--- config.mk ---
export PLATFORM = sky130hd
export DESIGN_NAME = umdt_pick
export DESIGN_NICKNAME = d
export VERILOG_FILES = /design/src/rtl/core/umdt_pkg.sv /design/src/rtl/core/umdt_pick.sv
export SDC_FILE = /design/constraint.sdc
export NUM_CORES = 1
export LEC_CHECK = 0
export ABC_AREA = 1
export BUFFER_PORTS_ARGS = -buffer_cell sky130_fd_sc_hd__buf_2
export CAP_MARGIN = 5
export CORE_ASPECT_RATIO = 1.4
export CORE_MARGIN = 2
export CORE_UTILIZATION = 40
export DETAILED_ROUTE_END_ITERATION = 8
export PLACE_DENSITY = 0.61
export SLEW_MARGIN = 40
export SYNTH_ARGS = -nofsm -noshare
export SYNTH_HDL_FRONTEND = slang
export SYNTH_SLANG_ARGS = --single-unit
export TNS_END_PERCENT = 30
--- constraint.sdc ---
create_clock -name clk -period 2.5 [get_ports clk]
set_clock_uncertainty 0.2 [all_clocks]
set_input_delay 0.25 -clock clk [delete_from_list [all_inputs] [get_ports clk]]
set_output_delay 0.25 -clock clk [all_outputs]
set_load 0.01 [all_outputs]
--- src/rtl/core/umdt_pkg.sv ---
// umdt_pkg: shared constants, transaction types and helpers for the upstream trace block
// no dependencies; used by umdt_pick and upstream_max_discharge_trace
`default_nettype none

package umdt_pkg;

    localparam int CELL_W = 17;
    localparam int IDX_W  = 16;
    localparam int SLOTS  = 8;
    localparam int SLOT_W = 3;
    localparam int DIS_W  = 32;
    localparam int GID_W  = 32;

    // number of grid cells, cells are numbered 1..CELLS
    localparam logic [CELL_W-1:0] CELLS = 17'h10000;

    localparam logic [1:0] CMD_WR_INFLOW   = 2'd0;
    localparam logic [1:0] CMD_WR_DISCHARGE = 2'd1;
    localparam logic [1:0] CMD_WR_GLOBAL_ID = 2'd2;
    localparam logic [1:0] CMD_TRACE        = 2'd3;

    typedef struct packed {
        logic [1:0]        cmd;
        logic [CELL_W-1:0] cell_req;
        logic [SLOT_W-1:0] slot;
        logic [CELL_W-1:0] neighbour;
        logic [31:0]       value;
    } item_t;

    typedef struct packed {
        logic [CELL_W-1:0] spring_cell;
        logic [GID_W-1:0]  spring_global_id;
        logic              global_id_valid;
        logic [CELL_W-1:0] step_count;
        logic              loop_error;
    } result_t;

    // control from the sequencer to the neighbour pick unit
    typedef struct packed {
        logic clear;
        logic cand;
    } pick_ctrl_t;

    function automatic logic in_range(input logic [CELL_W-1:0] c);
        in_range = (c != '0) && (c <= CELLS);
    endfunction

    // table row of a cell in 1..CELLS
    function automatic logic [IDX_W-1:0] cell_idx(input logic [CELL_W-1:0] c);
        logic [CELL_W-1:0] d;
        d = c - 17'd1;
        cell_idx = d[IDX_W-1:0];
    endfunction

endpackage

`default_nettype wire

--- src/rtl/core/umdt_pick.sv ---
// umdt_pick: shared compare unit that scans inflow neighbours one at a time
// depends on umdt_pkg
`default_nettype none

module umdt_pick (
    input  wire logic                           clk,
    input  wire logic                           rst_n,
    input  wire umdt_pkg::pick_ctrl_t           ctrl,
    input  wire logic [umdt_pkg::CELL_W-1:0]    cur_cell,
    input  wire logic [umdt_pkg::CELL_W-1:0]    cand_cell,
    input  wire logic [umdt_pkg::DIS_W-1:0]     cand_dis,
    output logic      [umdt_pkg::CELL_W-1:0]    next_cell
);

    // count saturates at two: only none / one / several matters
    logic [1:0]                    count_reg, count_next;
    logic [umdt_pkg::CELL_W-1:0]   only_reg, only_next;
    logic [umdt_pkg::CELL_W-1:0]   best_reg, best_next;
    logic [umdt_pkg::DIS_W-1:0]    bestd_reg, bestd_next;

    always_comb
    begin
        count_next = count_reg;
        only_next  = only_reg;
        best_next  = best_reg;
        bestd_next = bestd_reg;
        if (ctrl.clear)
        begin
            count_next = 2'd0;
            best_next  = cur_cell;
            bestd_next = '0;
        end
        else if (ctrl.cand)
        begin
            if (count_reg != 2'd2)
            begin
                count_next = count_reg + 2'd1;
            end
            only_next = cand_cell;
            // strict compare keeps the lowest slot on ties
            if (cand_dis > bestd_reg)
            begin
                best_next  = cand_cell;
                bestd_next = cand_dis;
            end
        end
    end

    always_ff @(posedge clk or negedge rst_n)
    begin
        if (!rst_n)
        begin
            count_reg <= 2'd0;
        end
        else
        begin
            count_reg <= count_next;
        end
    end

    always_ff @(posedge clk)
    begin
        only_reg  <= only_next;
        best_reg  <= best_next;
        bestd_reg <= bestd_next;
    end

    always_comb
    begin
        case (count_reg)
            2'd0:    next_cell = cur_cell;
            2'd1:    next_cell = only_reg;
            default: next_cell = best_reg;
        endcase
    end

endmodule

`default_nettype wire

### After elaboration in Yosys (flattened, before gate mapping)

Cells that the tools add are included.

* word-level logic and storage cells: 24
* latch bits: 0
* output and inout bits: 17
* bits in read-only memories: 0
* memories: 0
* register bits: 68
* bits in writable memories: 0

* bitwise gates (word level): 1
* $lt $le $gt $ge: 1
* mux-type cells: 7
* divide/modulo/power cells: 0
* add/subtract/negate cells: 1
* shifts and indexed selects: 0
* reductions and logical operators: 8
* $mul: 0
* equality and inequality tests: 2

Operators by type and width (count)
* $mux 17: 3
* $pmux 17 s2: 1
* $gt 32x32->1: 1
* $reduce_and 2->1: 4
* $mux 2: 3
* $reduce_bool 2->1: 3
* $add 2x1->2 const B: 1
* $eq 2x1->1 const B: 1
* $logic_not 2->1: 1
* $ne 2x2->1 const B: 1
* $not 1->1: 1

### Longest topological paths before layout

* depth in word-level cells: 4
* depth in mapped cells: 18
* mapped depth without buffers: 16

### Worst setup path before layout

OpenSTA, ideal clock, no wires.

* path type: reg2reg
* from: register bestd_reg[31] (netlist bit)
* to: register best_reg[0] (netlist bit) (enable)
* cell stages (with the launch flop): 13
* library setup time: 0.374 ns
* clock period less this slack: 2.385 ns
* arrival: 1.811 ns
* path slack: 0.115 ns
* path through: dfxtp_1 inv_1 ha_1 nand2_1 nor2_2 nand2_1 nor2_1 nand2_1 nand2_1 buf_6 buf_6 nand2_1 nand2_1

* word-level cells in the longest chain between the ends: 3

Ends and longest elaborated chain
* start, declared: RTL line umdt_pick.sv:19 `logic [umdt_pkg::DIS_W-1:0] bestd_reg, bestd_next;`
* start signal, assigned: RTL line umdt_pick.sv:65 `bestd_reg <= bestd_next;`
* $gt 32x32->1: RTL line umdt_pick.sv:41 `if (cand_dis > bestd_reg)`
* $reduce_bool 2->1 (no source line)
* $reduce_and 2->1 (no source line)
* end signal, assigned: RTL line umdt_pick.sv:64 `best_reg <= best_next;`
* end, declared: RTL line umdt_pick.sv:18 `logic [umdt_pkg::CELL_W-1:0] best_reg, best_next;`

Every way passes these cells.
A chain may end at the register's enable or synchronous reset.

### Worst setup path after layout

* from: register bestd_reg[7] (netlist bit)
* to: register best_reg[6] (netlist bit) (enable)

Same word-level chain as after synthesis.

==> flow_summary.yaml <==
clock_network:
  cts_max_level: 3
  cts_tree: "yes"
  numCtsBuffers: 9
  clock-sinks: 68
  post-cts-setup-buffers: 0
  cts-root-buf: "clkbuf_16"
  clkTransAtPathRegs_ns: 0.06
  clkLatencyLatePin_ns: 0.33
  cts_buffer_depth: 2
job:
  cap_violations: 0
critical_path:
  path_max_fanout: 17
  worstPathArrival_ns: 2.15
  crit_path_end_kind: "flip-flop"
  cp.required_ns: 2.39
  cp-start-kind: "flip-flop"
  crit_type: "reg -> reg"
sta:
  max_slew_margin_pct: 65.6
  finalMaxSlewViolations: 0
  fin_crit_ns: 2.26
  fmax_mhz: 442
  final.setup.tns_ns: 0
  hold_ws_ns: 0.0309
  rsz0062_at_grt: "no"
  worst_pin_slew_ns: 0.515
  final-hold-violation-count: 0
  setup_viol: 0
  timing.final.crit_share_pct: 90.6
routing:
  drc_errors: 0
  ant_nets: 0
  drt-total-wl_mm: 8.59
  routedWlPerCell_um: 11.4
  drtIter0Drc: 140
  viasPerCell: 4.73
  firstDrtPassIters: 4
  via_count: 3575
logic_synthesis:
  synth_enable_flop_cells: 34
  synth_nets: 619
  synthFlopType: "edfxtp_1"
  synthDominantAreaCellType: "edfxtp_1"
  synth_commonest_cells: "nand2_1 (126), inv_1 (91), a21oi_1 (46), nor2_1 (44), nand3_1 (36)"
  synthCells: 514
  synth-seq-area-share_pct: 42.9
  synth.most_common_cell: "nand2_1"
  synthesis.area_sq_mm: 0.00399
  ys_async_sr_fraction_pct: 2.94
  ys_types: 20
  ys_ff_latch: 68
  syn_area_per_cell_sq_um: 7.76
  synth_top_area_share_pct: 25.6
  synthTopCellsByArea: "edfxtp_1 (26%), dfxtp_1 (16%), nand2_1 (12%)"
  ys_warn_count: 0
final_layout:
  syn_to_final_growth_pct: 25.6
  drive_gt1_share_pct: 19.0
  largest_reg_flops: 32
  n_antenna_cell: 0
  nets: 721
placement:
  place.port_buffers: 86
  gp_congestion: 0.757
  hpwlAfterDp_mm: 6.22
floorplan:
  dieArea_sq_mm: 0.0108
  coreArea_sq_mm: 0.00979
  io_pins: 87
  placement_rows: 43
  start_util_pct: 40.7
  die_x_um: 88.4
  fp.dieH_um: 122
grt:
  antenna_found_initial: 0
  first_global_vias: 3323
  grt_pass1_wl_mm: 14.2
  track_usage_pct: 16.7
  grt_max_degree: 65
  grt_overflow_total: 0
pwr:
  p_per_area_mw_per_mm2: 703
  vdd_ir_drop_max_mv: 0.344
  leakagePower_nw: 2.43
worst_hold_path:
  hold_path.class: "in -> reg"
status:
  status: "finished, final reports clean"
[cells in the final DEF, fill, tap and decap left out, drive strengths merged]
cell         instances
o21a                 1
bufinv               1
inv                 91
nand3               36
o211ai              15
nand2              126
buf                 98
a21oi               46
a21o                 1
nor2                46
dlygate4sd3         18
edfxtp              34
a22oi                2
ha                  35
clkbuf               9
dfrtp                2
dfxtp               32
clkinv               4
o21ai               20
clkinvlp             2
nand4                2
[kinds of logic after synthesis]
group / share of synthesized area [%]
flops: 42.9
fa+ha+maj: 11.0
buf+inv: 13.1
simple gates: 21.1
compound gates: 11.9
[layout make-up]
| type | instances | area [sq um] |
|---|---|---|
| multi-input cells | 330 | 1770 |
| repair buffers | 116 | 726 |
| clock buffers | 9 | 225 |
| clock inverters | 7 | 67.6 |
| flip-flops and latches | 68 | 1710 |
| fillers | 1000 | 4780 |
| well taps | 135 | 169 |
| inverters | 91 | 342 |
[path summary, 6_finish.rpt]
path / from / end / slack, ns / depth (start not counted)
max reg2reg: bestd_reg[7]$_SDFFE_PP0P_ / best_reg[6]$_DFFE_PP_ / 0.24 / 10
max in group asynchronous: rst_n / count_reg[0]$_DFFE_PN0P_ / 1.96 / 2
min reg2reg: bestd_reg[3]$_SDFFE_PP0P_ / bestd_reg[3]$_SDFFE_PP0P_ / 0.28 / 2
max: bestd_reg[7]$_SDFFE_PP0P_ / best_reg[6]$_DFFE_PP_ / 0.24 / 10
min in group asynchronous: rst_n / count_reg[1]$_DFFE_PN0P_ / 0.05 / 2
min: cur_cell[14] / best_reg[14]$_DFFE_PP_ / 0.03 / 3
[per-stage QoR]
step | power, W | worst slack (ns) | utilization, % | cells | area (sq um)
6_report | 0.00352 | 0.235 | 51.2 | 756 | 5010
5_1_grt | 0.00375 | 0.0415 | 51.2 | 756 | 5010
4_1_cts | 0.00358 | 0.226 | 51.2 | 756 | 5010
3_5_place_dp | 0.00230 | 0.234 | 46.3 | 722 | 4540
3_3_place_gp | 0.00228 | 0.277 | 46.3 | 722 | 4540
2_1_floorplan | 0.00202 | 0.115 | - | 514 | 3990
[critical path: stages, from the launching register on]
cell and delay, ns:
dfxtp_1 0.33, inv_1 0.05, ha_1 0.28, nand2_1 0.07
nor2_1 0.18, nand4_1 0.12, nor2_1 0.29, a21oi_4 0.13
nand2_1 0.10, nand2_1 0.09, buf_12 0.19
[repair_timing]
action                                 CTS  global route
resized for setup                        0             0
endpoints found under the hold margin   19             0
hold buffers                            18             0
[metal layers]
metal  share of wire [%]  vias up  global-route usage [%]
met2                  49       88                    29.4
met3                 5.2       14                    3.52
li1                    -     1857                       -
met1                  44     1616                    19.1
met5                   0        -                       0
met4                 2.2        0                    7.29
[where the power goes]
| group | internal (W) | switching, W |
|---|---|---|
| Sequential | 0.00130 | 0.0000466 |
| Combinational | 0.000388 | 0.000548 |
| Clock | 0.000765 | 0.000471 |
Power figures use the tool's default switching activity.
